**config.mk**
```make
export PLATFORM = sky130hd
export DESIGN_NAME = hashed_timing_wheel
export DESIGN_NICKNAME = d
export VERILOG_FILES = /design/src/hw/rtl/htw_pkg.sv /design/src/hw/rtl/htw_div.sv /design/src/hw/rtl/htw_ctrl.sv /design/src/hw/rtl/htw_dp.sv /design/src/hw/rtl/hashed_timing_wheel.sv
export SDC_FILE = /design/constraint.sdc
export NUM_CORES = 2
export LEC_CHECK = 0
export BUFFER_PORTS_ARGS = -buffer_cell sky130_fd_sc_hd__buf_2
export CORE_ASPECT_RATIO = 1.5
export CORE_MARGIN = 2
export CORE_UTILIZATION = 40
export DETAILED_ROUTE_END_ITERATION = 10
export HOLD_SLACK_MARGIN = 0.06
export PLACE_DENSITY_LB_ADDON = 0.05
export SYNTH_ARGS = -nofsm -noshare
export SYNTH_HDL_FRONTEND = slang
export SYNTH_SLANG_ARGS = --single-unit
```
**constraint.sdc**
```tcl
create_clock -name clock -period 13.2 [get_ports clock]
set_clock_uncertainty 0.2 [all_clocks]
set_input_delay 0.66 -clock clock [delete_from_list [all_inputs] [get_ports clock]]
set_output_delay 0.66 -clock clock [all_outputs]
set_load 0.05 [all_outputs]
```
**src/hw/rtl/htw_pkg.sv**
```systemverilog
// Shared types, codes and constants of the hashed timing wheel.
`timescale 1ns / 1ps
package htw_pkg;

   localparam int MAX_TIMERS_DEF = 32;
   localparam int HANDLE_W = 5;
   localparam int SLOT_W = 16;
   localparam int ROT_W = 32;
   localparam logic [SLOT_W-1:0] NUM_SLOTS_RESET = 16'd60000;

   localparam logic [1:0] KIND_TICK = 2'd0;
   localparam logic [1:0] KIND_ADD = 2'd1;
   localparam logic [1:0] KIND_DEL = 2'd2;

   localparam logic [2:0] ST_ADDED = 3'd0;
   localparam logic [2:0] ST_FULL = 3'd1;
   localparam logic [2:0] ST_DELETED = 3'd2;
   localparam logic [2:0] ST_NOTFOUND = 3'd3;
   localparam logic [2:0] ST_FIRED = 3'd4;
   localparam logic [2:0] ST_NONE = 3'd5;

   localparam logic [1:0] SRC_TIMEOUT = 2'd0;
   localparam logic [1:0] SRC_SUM = 2'd1;
   localparam logic [1:0] SRC_ADV = 2'd2;

   typedef struct packed {
      logic       accept_add;
      logic       add_full;
      logic       del;
      logic       div_go;
      logic [1:0] div_src;
      logic       save_rot;
      logic       add_fix;
      logic       add_div;
      logic       scan_init;
      logic       scan_rd;
      logic       scan_ev;
      logic       tick_end;
      logic       adv_fix;
      logic       adv_div;
   } cmd_type;

   typedef struct packed {
      logic full;
      logic div_done;
      logic sum_small;
      logic adv_small;
      logic scan_done;
   } stat_type;

endpackage

```
**src/hw/rtl/htw_div.sv**
```systemverilog
// Restoring divider, one quotient bit per cycle.
`timescale 1ns / 1ps
module htw_div (
   input  logic                       clock,
   input  logic                       reset,
   input  logic                       go,
   input  logic [htw_pkg::ROT_W-1:0]  dividend,
   input  logic [htw_pkg::SLOT_W-1:0] divisor,
   output logic                       done,
   output logic [htw_pkg::ROT_W-1:0]  quotient,
   output logic [htw_pkg::SLOT_W-1:0] remainder
);
   import htw_pkg::*;

   logic              active_ff, active_in;
   logic              done_ff, done_in;
   logic [5:0]        cnt_ff, cnt_in;
   logic [ROT_W-1:0]  quo_ff, quo_in;
   logic [SLOT_W-1:0] rem_ff, rem_in;
   logic [SLOT_W-1:0] dvs_ff, dvs_in;
   logic [SLOT_W:0]   trial;
   logic [SLOT_W:0]   diff;

   assign trial = {rem_ff, quo_ff[ROT_W-1]};
   assign diff = trial - {1'b0, dvs_ff};

   always_comb begin
      active_in = active_ff;
      done_in = 1'b0;
      cnt_in = cnt_ff;
      quo_in = quo_ff;
      rem_in = rem_ff;
      dvs_in = dvs_ff;
      if (go) begin
         active_in = 1'b1;
         cnt_in = '0;
         quo_in = dividend;
         rem_in = '0;
         dvs_in = divisor;
      end else if (active_ff) begin
         // shift in one dividend bit, subtract if it fits
         if (trial >= {1'b0, dvs_ff}) begin
            rem_in = diff[SLOT_W-1:0];
            quo_in = {quo_ff[ROT_W-2:0], 1'b1};
         end else begin
            rem_in = trial[SLOT_W-1:0];
            quo_in = {quo_ff[ROT_W-2:0], 1'b0};
         end
         cnt_in = cnt_ff + 6'd1;
         if (cnt_ff == 6'(ROT_W - 1)) begin
            active_in = 1'b0;
            done_in = 1'b1;
         end
      end
   end

   always_ff @(posedge clock) begin
      if (reset) begin
         active_ff <= 1'b0;
         done_ff <= 1'b0;
      end else begin
         active_ff <= active_in;
         done_ff <= done_in;
      end
      cnt_ff <= cnt_in;
      quo_ff <= quo_in;
      rem_ff <= rem_in;
      dvs_ff <= dvs_in;
   end

   assign done = done_ff;
   assign quotient = quo_ff;
   assign remainder = rem_ff;

endmodule

```
**src/hw/rtl/htw_ctrl.sv**
```systemverilog
// Controller state machine of the timing wheel.
`timescale 1ns / 1ps
module htw_ctrl (
   input  logic              clock,
   input  logic              reset,
   input  logic              start,
   input  logic [1:0]        req_kind,
   input  htw_pkg::stat_type stat,
   output htw_pkg::cmd_type  cmd,
   output logic              busy
);
   import htw_pkg::*;

   localparam logic [3:0] S_IDLE = 4'd0;
   localparam logic [3:0] S_ADIV = 4'd1;
   localparam logic [3:0] S_FIX = 4'd2;
   localparam logic [3:0] S_SDIV = 4'd3;
   localparam logic [3:0] S_RD = 4'd4;
   localparam logic [3:0] S_EV = 4'd5;
   localparam logic [3:0] S_TEND = 4'd6;
   localparam logic [3:0] S_TDIV = 4'd7;

   logic [3:0] state_ff, state_in;

   always_comb begin
      state_in = state_ff;
      cmd = '0;
      unique case (state_ff)
         S_IDLE: begin
            if (start) begin
               unique case (req_kind)
                  KIND_ADD: begin
                     if (stat.full) begin
                        cmd.add_full = 1'b1;
                     end else begin
                        cmd.accept_add = 1'b1;
                        cmd.div_go = 1'b1;
                        cmd.div_src = SRC_TIMEOUT;
                        state_in = S_ADIV;
                     end
                  end
                  KIND_DEL: begin
                     cmd.del = 1'b1;
                  end
                  KIND_TICK: begin
                     cmd.scan_init = 1'b1;
                     state_in = S_RD;
                  end
                  default: begin
                  end
               endcase
            end
         end
         S_ADIV: begin
            if (stat.div_done) begin
               cmd.save_rot = 1'b1;
               state_in = S_FIX;
            end
         end
         S_FIX: begin
            if (stat.sum_small) begin
               cmd.add_fix = 1'b1;
               state_in = S_IDLE;
            end else begin
               cmd.div_go = 1'b1;
               cmd.div_src = SRC_SUM;
               state_in = S_SDIV;
            end
         end
         S_SDIV: begin
            if (stat.div_done) begin
               cmd.add_div = 1'b1;
               state_in = S_IDLE;
            end
         end
         S_RD: begin
            cmd.scan_rd = 1'b1;
            state_in = S_EV;
         end
         S_EV: begin
            cmd.scan_ev = 1'b1;
            state_in = stat.scan_done ? S_TEND : S_RD;
         end
         S_TEND: begin
            cmd.tick_end = 1'b1;
            if (stat.adv_small) begin
               cmd.adv_fix = 1'b1;
               state_in = S_IDLE;
            end else begin
               cmd.div_go = 1'b1;
               cmd.div_src = SRC_ADV;
               state_in = S_TDIV;
            end
         end
         S_TDIV: begin
            if (stat.div_done) begin
               cmd.adv_div = 1'b1;
               state_in = S_IDLE;
            end
         end
         default: begin
            state_in = S_IDLE;
         end
      endcase
   end

   always_ff @(posedge clock) begin
      if (reset) begin
         state_ff <= S_IDLE;
      end else begin
         state_ff <= state_in;
      end
   end

   assign busy = (state_ff != S_IDLE);

endmodule

```
**src/hw/rtl/htw_dp.sv**
```systemverilog
// Datapath of the timing wheel: entry store, divider, scan and result register.
`timescale 1ns / 1ps
module htw_dp #(
   parameter int MAX_TIMERS = htw_pkg::MAX_TIMERS_DEF
) (
   input  logic                         clock,
   input  logic                         reset,
   input  htw_pkg::cmd_type             cmd,
   output htw_pkg::stat_type            stat,
   input  logic [htw_pkg::SLOT_W-1:0]   num_slots,
   input  logic [31:0]                  req_timeout,
   input  logic [htw_pkg::HANDLE_W-1:0] req_handle,
   output logic                         rsp_valid,
   output logic [2:0]                   rsp_status,
   output logic [htw_pkg::HANDLE_W-1:0] rsp_timer_handle,
   output logic                         rsp_last
);
   import htw_pkg::*;

   localparam int IDX_W = (MAX_TIMERS > 1) ? $clog2(MAX_TIMERS) : 1;
   localparam logic [IDX_W-1:0] IDX_LAST = IDX_W'(MAX_TIMERS - 1);

   logic [SLOT_W-1:0] slot_mem [MAX_TIMERS];
   logic [ROT_W-1:0]  rot_mem [MAX_TIMERS];

   logic [MAX_TIMERS-1:0] valid_ff, valid_in;
   logic [SLOT_W-1:0]     cur_ff, cur_in;
   logic [IDX_W-1:0]      free_ff, free_in;
   logic [ROT_W-1:0]      rot_ff, rot_in;
   logic [SLOT_W:0]       sum_ff, sum_in;
   logic [IDX_W-1:0]      idx_ff, idx_in;
   logic                  pend_ff, pend_in;
   logic [IDX_W-1:0]      pidx_ff, pidx_in;
   logic [SLOT_W-1:0]     slot_q_ff;
   logic [ROT_W-1:0]      rot_q_ff;
   logic                  rv_ff, rv_in;
   logic [2:0]            rs_ff, rs_in;
   logic [HANDLE_W-1:0]   rh_ff, rh_in;
   logic                  rl_ff, rl_in;

   logic [IDX_W-1:0]  free_idx;
   logic              div_done;
   logic [ROT_W-1:0]  div_quo;
   logic [SLOT_W-1:0] div_rem;
   logic [ROT_W-1:0]  div_dividend;
   logic [SLOT_W:0]   sum_sub, adv, adv_sub;
   logic [SLOT_W-1:0] sum_red, adv_red;
   logic              hit, fire;
   logic              del_found;
   logic              slot_we, rot_we;
   logic [IDX_W-1:0]  wr_addr;
   logic [SLOT_W-1:0] slot_wd;
   logic [ROT_W-1:0]  rot_wd;

   // lowest free entry
   always_comb begin
      free_idx = '0;
      for (int i = MAX_TIMERS - 1; i >= 0; i--) begin
         if (!valid_ff[i]) begin
            free_idx = IDX_W'(i);
         end
      end
   end

   assign sum_sub = sum_ff - {1'b0, num_slots};
   assign sum_red = (sum_ff < {1'b0, num_slots}) ? sum_ff[SLOT_W-1:0] : sum_sub[SLOT_W-1:0];
   assign adv = {1'b0, cur_ff} + 17'd1;
   assign adv_sub = adv - {1'b0, num_slots};
   assign adv_red = (adv < {1'b0, num_slots}) ? adv[SLOT_W-1:0] : adv_sub[SLOT_W-1:0];

   always_comb begin
      unique case (cmd.div_src)
         SRC_TIMEOUT: div_dividend = req_timeout;
         SRC_SUM:     div_dividend = {{(ROT_W-SLOT_W-1){1'b0}}, sum_ff};
         SRC_ADV:     div_dividend = {{(ROT_W-SLOT_W-1){1'b0}}, adv};
         default:     div_dividend = req_timeout;
      endcase
   end

   htw_div u_div (
      .clock     (clock),
      .reset     (reset),
      .go        (cmd.div_go),
      .dividend  (div_dividend),
      .divisor   (num_slots),
      .done      (div_done),
      .quotient  (div_quo),
      .remainder (div_rem)
   );

   assign hit = valid_ff[idx_ff] && (slot_q_ff == cur_ff);
   assign fire = hit && (rot_q_ff == '0);
   assign del_found = (32'(req_handle) < MAX_TIMERS) && valid_ff[req_handle[IDX_W-1:0]];

   assign slot_we = cmd.add_fix || cmd.add_div;
   assign rot_we = slot_we || (cmd.scan_ev && hit && !fire);
   assign wr_addr = cmd.scan_ev ? idx_ff : free_ff;
   assign slot_wd = cmd.add_fix ? sum_red : div_rem;
   assign rot_wd = cmd.scan_ev ? (rot_q_ff - 32'd1) : rot_ff;

   always_comb begin
      valid_in = valid_ff;
      cur_in = cur_ff;
      free_in = free_ff;
      rot_in = rot_ff;
      sum_in = sum_ff;
      idx_in = idx_ff;
      pend_in = pend_ff;
      pidx_in = pidx_ff;
      rv_in = 1'b0;
      rs_in = rs_ff;
      rh_in = rh_ff;
      rl_in = rl_ff;
      if (cmd.accept_add) begin
         free_in = free_idx;
      end
      if (cmd.add_full) begin
         rv_in = 1'b1;
         rs_in = ST_FULL;
         rh_in = '0;
         rl_in = 1'b1;
      end
      if (cmd.del) begin
         rv_in = 1'b1;
         rs_in = del_found ? ST_DELETED : ST_NOTFOUND;
         rh_in = req_handle;
         rl_in = 1'b1;
         if (del_found) begin
            valid_in[req_handle[IDX_W-1:0]] = 1'b0;
         end
      end
      if (cmd.save_rot) begin
         rot_in = div_quo;
         sum_in = {1'b0, cur_ff} + {1'b0, div_rem};
      end
      if (slot_we) begin
         valid_in[free_ff] = 1'b1;
         rv_in = 1'b1;
         rs_in = ST_ADDED;
         rh_in = HANDLE_W'(free_ff);
         rl_in = 1'b1;
      end
      if (cmd.scan_init) begin
         idx_in = '0;
         pend_in = 1'b0;
      end
      if (cmd.scan_ev) begin
         idx_in = idx_ff + 1'b1;
         if (fire) begin
            valid_in[idx_ff] = 1'b0;
            pend_in = 1'b1;
            pidx_in = idx_ff;
            if (pend_ff) begin
               rv_in = 1'b1;
               rs_in = ST_FIRED;
               rh_in = HANDLE_W'(pidx_ff);
               rl_in = 1'b0;
            end
         end
      end
      if (cmd.tick_end) begin
         rv_in = 1'b1;
         rs_in = pend_ff ? ST_FIRED : ST_NONE;
         rh_in = pend_ff ? HANDLE_W'(pidx_ff) : '0;
         rl_in = 1'b1;
      end
      if (cmd.adv_fix) begin
         cur_in = adv_red;
      end
      if (cmd.adv_div) begin
         cur_in = div_rem;
      end
   end

   always_ff @(posedge clock) begin
      if (slot_we) begin
         slot_mem[wr_addr] <= slot_wd;
      end
      if (rot_we) begin
         rot_mem[wr_addr] <= rot_wd;
      end
      if (cmd.scan_rd) begin
         slot_q_ff <= slot_mem[idx_ff];
         rot_q_ff <= rot_mem[idx_ff];
      end
   end

   always_ff @(posedge clock) begin
      if (reset) begin
         valid_ff <= '0;
         cur_ff <= '0;
         rv_ff <= 1'b0;
         pend_ff <= 1'b0;
         idx_ff <= '0;
      end else begin
         valid_ff <= valid_in;
         cur_ff <= cur_in;
         rv_ff <= rv_in;
         pend_ff <= pend_in;
         idx_ff <= idx_in;
      end
      free_ff <= free_in;
      rot_ff <= rot_in;
      sum_ff <= sum_in;
      pidx_ff <= pidx_in;
      rs_ff <= rs_in;
      rh_ff <= rh_in;
      rl_ff <= rl_in;
   end

   assign stat.full = &valid_ff;
   assign stat.div_done = div_done;
   assign stat.sum_small = (sum_ff < {1'b0, num_slots}) || (sum_sub < {1'b0, num_slots});
   assign stat.adv_small = (adv < {1'b0, num_slots}) || (adv_sub < {1'b0, num_slots});
   assign stat.scan_done = (idx_ff == IDX_LAST);

   assign rsp_valid = rv_ff;
   assign rsp_status = rs_ff;
   assign rsp_timer_handle = rh_ff;
   assign rsp_last = rl_ff;

endmodule

```
**src/hw/rtl/hashed_timing_wheel.sv**
```systemverilog
// Top level of the hashed timing wheel: register port, controller and datapath.
`timescale 1ns / 1ps
// Hashed timing wheel over MAX_TIMERS timer entries. Raise start with a word on
// req_* while busy is low; the word is taken at that edge. Each result word shows
// on rsp_* for one cycle with rsp_valid high and cannot be held off; rsp_last
// marks the final word of a command. A delete answers in the cycle after it is
// taken. An add runs the 32-step serial divider that splits the timeout into
// slot and rotations, and a second division when the current slot plus the
// remainder reaches twice the slot count. A tick reads and then evaluates each
// entry in turn from the single-port entry memory, and runs the divider when the
// wheel position must be reduced by it. Write num_slots at byte address 0
// only while idle; a write of zero is stored as one.
module hashed_timing_wheel #(
   parameter int MAX_TIMERS = htw_pkg::MAX_TIMERS_DEF
) (
   input  logic                         clock,
   input  logic                         reset,
   input  logic                         start,
   output logic                         busy,
   input  logic [1:0]                   req_kind,
   input  logic [31:0]                  req_timeout,
   input  logic [htw_pkg::HANDLE_W-1:0] req_handle,
   output logic                         rsp_valid,
   output logic [2:0]                   rsp_status,
   output logic [htw_pkg::HANDLE_W-1:0] rsp_timer_handle,
   output logic                         rsp_last,
   input  logic                         psel,
   input  logic                         penable,
   input  logic                         pwrite,
   input  logic [2:0]                   paddr,
   input  logic [31:0]                  pwdata,
   output logic [31:0]                  prdata,
   output logic                         pready
);
   import htw_pkg::*;

   logic [SLOT_W-1:0] slots_ff, slots_in;
   cmd_type           cmd;
   stat_type          stat;

   // Register write: only num_slots at index zero, zero coerced to one.
   always_comb begin
      slots_in = slots_ff;
      if (psel && penable && pwrite && !paddr[2]) begin
         slots_in = (pwdata[SLOT_W-1:0] == '0) ? 16'd1 : pwdata[SLOT_W-1:0];
      end
   end

   always_ff @(posedge clock) begin
      if (reset) begin
         slots_ff <= NUM_SLOTS_RESET;
      end else begin
         slots_ff <= slots_in;
      end
   end

   assign pready = 1'b1;
   assign prdata = paddr[2] ? 32'd0 : {16'd0, slots_ff};

   // Sequence each command.
   htw_ctrl u_ctrl (
      .clock    (clock),
      .reset    (reset),
      .start    (start),
      .req_kind (req_kind),
      .stat     (stat),
      .cmd      (cmd),
      .busy     (busy)
   );

   // Hold entries, wheel position and the result register.
   htw_dp #(
      .MAX_TIMERS (MAX_TIMERS)
   ) u_dp (
      .clock            (clock),
      .reset            (reset),
      .cmd              (cmd),
      .stat             (stat),
      .num_slots        (slots_ff),
      .req_timeout      (req_timeout),
      .req_handle       (req_handle),
      .rsp_valid        (rsp_valid),
      .rsp_status       (rsp_status),
      .rsp_timer_handle (rsp_timer_handle),
      .rsp_last         (rsp_last)
   );

   // A result word only follows an accepted command or work in progress.
   a_rsp_cause: assert property (@(posedge clock) disable iff (reset)
      rsp_valid |-> $past(busy) || $past(start))
      else $error("result word without a command");

   // Only fired words may come without the last mark.
   a_single_last: assert property (@(posedge clock) disable iff (reset)
      rsp_valid && (rsp_status != ST_FIRED) |-> rsp_last)
      else $error("single result word missing last mark");

   // A tick always occupies the block for its scan.
   a_tick_busy: assert property (@(posedge clock) disable iff (reset)
      start && !busy && (req_kind == KIND_TICK) |=> busy)
      else $error("tick did not start a scan");

endmodule
```
==> metrics <==
RSZ-0062 raised after global routing false; CP Capture Type flop; port bufs 88; Seq cells post-synth 1798; Core Rows 194; GRT overflow 0; Pre-antenna DRT Iters 5; final wirelength 227 mm; R2R depth 23; TNS Setup 0 ns; Crit path required time 13.53 ns; Starting Density 40.1%; CP Max Fanout 44; PD cells 154 mW/mm²; Antenna Nets Post-Route 0; Core ar. 0.186 mm²; post-synthesis instance area 0.0745 mm²; post-CTS resize count 0; leakage 26.7 nW; Vias/cell 5.81; die area 0.190 mm²; Fin Hold WS 0.107 ns; RR Endpoint u_dp.u_div.quotient[9]; library cells used by synthesis 81; Setup Buffers After CTS 0; Inserted Clock Buffers 182; vias 40879; chip width 356 µm; R2R Setup Slk 4.66 ns; synth warn 0; outcome finished clean; largest net degree at the start of global routing 57; ys flop type edfxtp_1; Seq/Total Area, Yosys 71.1%; CTS tree done; I/O Pins 124; latest clock arrival within the worst-skew pair 0.83 ns; Die Ht 532 µm; CP Data Arrival Time 8.87 ns; post-route minimum period 8.54 ns; share of cells above drive strength 1 22.8%; Clock Sinks 1798; CTS root buf clkbuf_16; Max-Cap Viols 0; Tcrit/Tclk final 64.7%; mean post-synth cell area 17.6 µm²; final setup violation count 0; Max Root-Sink Buffers 4; Layout Nets 4644; DRC viols 0; Detail Placement HPWL 134 mm; Routed wire per std cell 32.3 µm; GPL Wtd Cong 0.908; Final Hold Fails 0; clk slew on worst S/H paths 0.06 ns; gr usage total 23.9%; EDFF count, synth 1691; Hold Path Sink u_dp.u_div.quotient[17]; relative slew slack 10.8%; highest clock rate 117 MHz; Min-Delay Path Depth 3; Pins Over Slew Limit 0; post-synthesis cell count 4224; min-delay worst type input pin to flop; Area growth syn-to-layout 13.8%; Iter 0 DRT Violations 3694; CP Launch Type flop; Reg-to-Reg Start u_dp.cur_ff[0]; initial antenna violation count 10; Peak VDD IR 0.101 mV; Async S/R FF share, synth 0%; Worst Tran Pin Value 1.34 ns; critical path class flop to flop; H-tree levels 4; first-pass GRT wire length 320 mm; number of global-route vias before repair 41916; min-delay src req_timeout[17]; Hold Buf Count CTS 37
registers in the layout (all words and copies together), names as in the netlist, 17 cells and up:
register and count:
u_dp.sum_ff 17, u_dp.rot_mem 1024, u_dp.valid_ff 32, u_dp.u_div.quotient 32
u_dp.rot_q_ff 32, u_dp.slot_mem 512, u_dp.rot_ff 32
through the flow:
stage | cells | worst slack (ns) | cell area [µm²] | power (mW) | utilization [%]
floorplan | 4239 | 6.70 | 74500 | 7.55 | -
global placement | 6683 | 4.59 | 78700 | 8.10 | 42.4
detailed placement | 6683 | 4.66 | 78700 | 8.12 | 42.4
CTS | 7036 | 4.60 | 84700 | 13.2 | 45.6
global route | 7037 | 4.25 | 84800 | 13.5 | 45.6
finish | 7039 | 4.66 | 84800 | 13.1 | 45.6
synthesized netlist by cell type (all sizes together) (84+ instances only):
cell type	number	share of area, %
a21oi	84	0.56
a22oi	216	2.2
buf	84	0.55
clkbuf	151	0.76
dfxtp	107	2.9
edfxtp	1691	68
ha	106	1.8
inv	94	0.47
mux4	400	12
nand2	228	1.2
nor2	177	0.90
o21ai	174	1.2
per-layer routing:
layer | global-route usage (%) | routed length [µm] | up-vias
met5 | 0 | 11 | -
met4 | 8.30 | 8190 | 2
met3 | 2.50 | 9310 | 349
met2 | 42.7 | 120000 | 1165
met1 | 30.0 | 89900 | 21760
li1 | - | - | 17603
report_power, final:
group	switching [mW]	leakage (nW)	internal, mW
combinational	0.880	7.85	0.380
sequential	0.148	16.1	6.58
clock	2.18	2.75	2.87
cell type report:
cell class,instances,area (µm²)
fillers,16079,101000
flip-flops and latches,1798,52900
multi-input cells,2111,20900
clock buffers,221,4760
well taps,2450,3070
repair buffers,266,1880
clock inverters,95,888
inverters,95,358
diodes,3,7.51
cell usage in the layout, fill, tap and decap left out, types with 37 or more instances in the layout:
| master | count |
|---|---|
| a21oi_1 | 83 |
| mux4_2 | 400 |
| nand2_1 | 224 |
| inv_1 | 92 |
| nand4_1 | 74 |
| edfxtp_1 | 1691 |
| clkbuf_16 | 183 |
| dlygate4sd3_1 | 37 |
| o21ai_0 | 130 |
| mux2i_1 | 49 |
| dfxtp_1 | 105 |
| clkinv_1 | 38 |
| a22oi_1 | 216 |
| xnor2_1 | 77 |
| buf_4 | 140 |
| nor2_1 | 110 |
| o21ai_2 | 43 |
| buf_2 | 88 |
| nor3_1 | 38 |
| nor2_4 | 38 |
| ha_1 | 105 |
kinds of logic (layout without fill, tap and decap cells):
kind of cell | after synthesis | count (layout) | synth area share (%)
and+or+nand+nor | 721 | 721 | 4.76
muxes | 469 | 469 | 13.1
xor gates and xnor gates | 109 | 109 | 1.28
DFF | 1798 | 1798 | 71.1
other | 2 | 20 | 0.0101
buffers and inverters | 330 | 677 | 1.79
adders and majority gates | 110 | 110 | 1.89
AOI/OAI and AO/OA | 685 | 685 | 6.17
worst max-delay path, stage by stage (launching register included):
cell       delay, ns
dfxtp_1         0.62
ha_1            0.29
nand3_1         0.17
nor2_1          0.37
nand2_1         0.12
xnor2_1         0.19
ha_1            0.26
or3_1           0.42
o31ai_1         0.61
a21oi_1         0.21
a221o_1         0.36
a21oi_1         0.18
xnor2_1         0.11
ha_1            0.20
a2111oi_0       0.55
o221ai_1        0.23
nand2_1         0.14
nand3_1         0.07
mux2i_1         0.54
nor3_2          0.25
nor3_4          0.65
clkinv_2        0.53
buf_4           0.52
mux2_1          0.42
worst max path at each step:
stage	slack, ns	to	from	cells past startpoint
after detailed placement	4.66	u_dp.u_div.quotient[15]	u_dp.cur_ff[0]	23
after global placement	4.59	u_dp.u_div.quotient[16]	u_dp.cur_ff[1]	23
final	4.66	u_dp.u_div.quotient[9]	u_dp.cur_ff[0]	23
after floorplan	6.70	u_dp.slot_mem[0][10]	u_dp.sum_ff[0]	22
after CTS	4.60	u_dp.u_div.quotient[9]	u_dp.cur_ff[0]	23
after global routing	4.25	u_dp.u_div.quotient[9]	u_dp.cur_ff[0]	23
No activity file was read; power rests on OpenSTA's default activity.
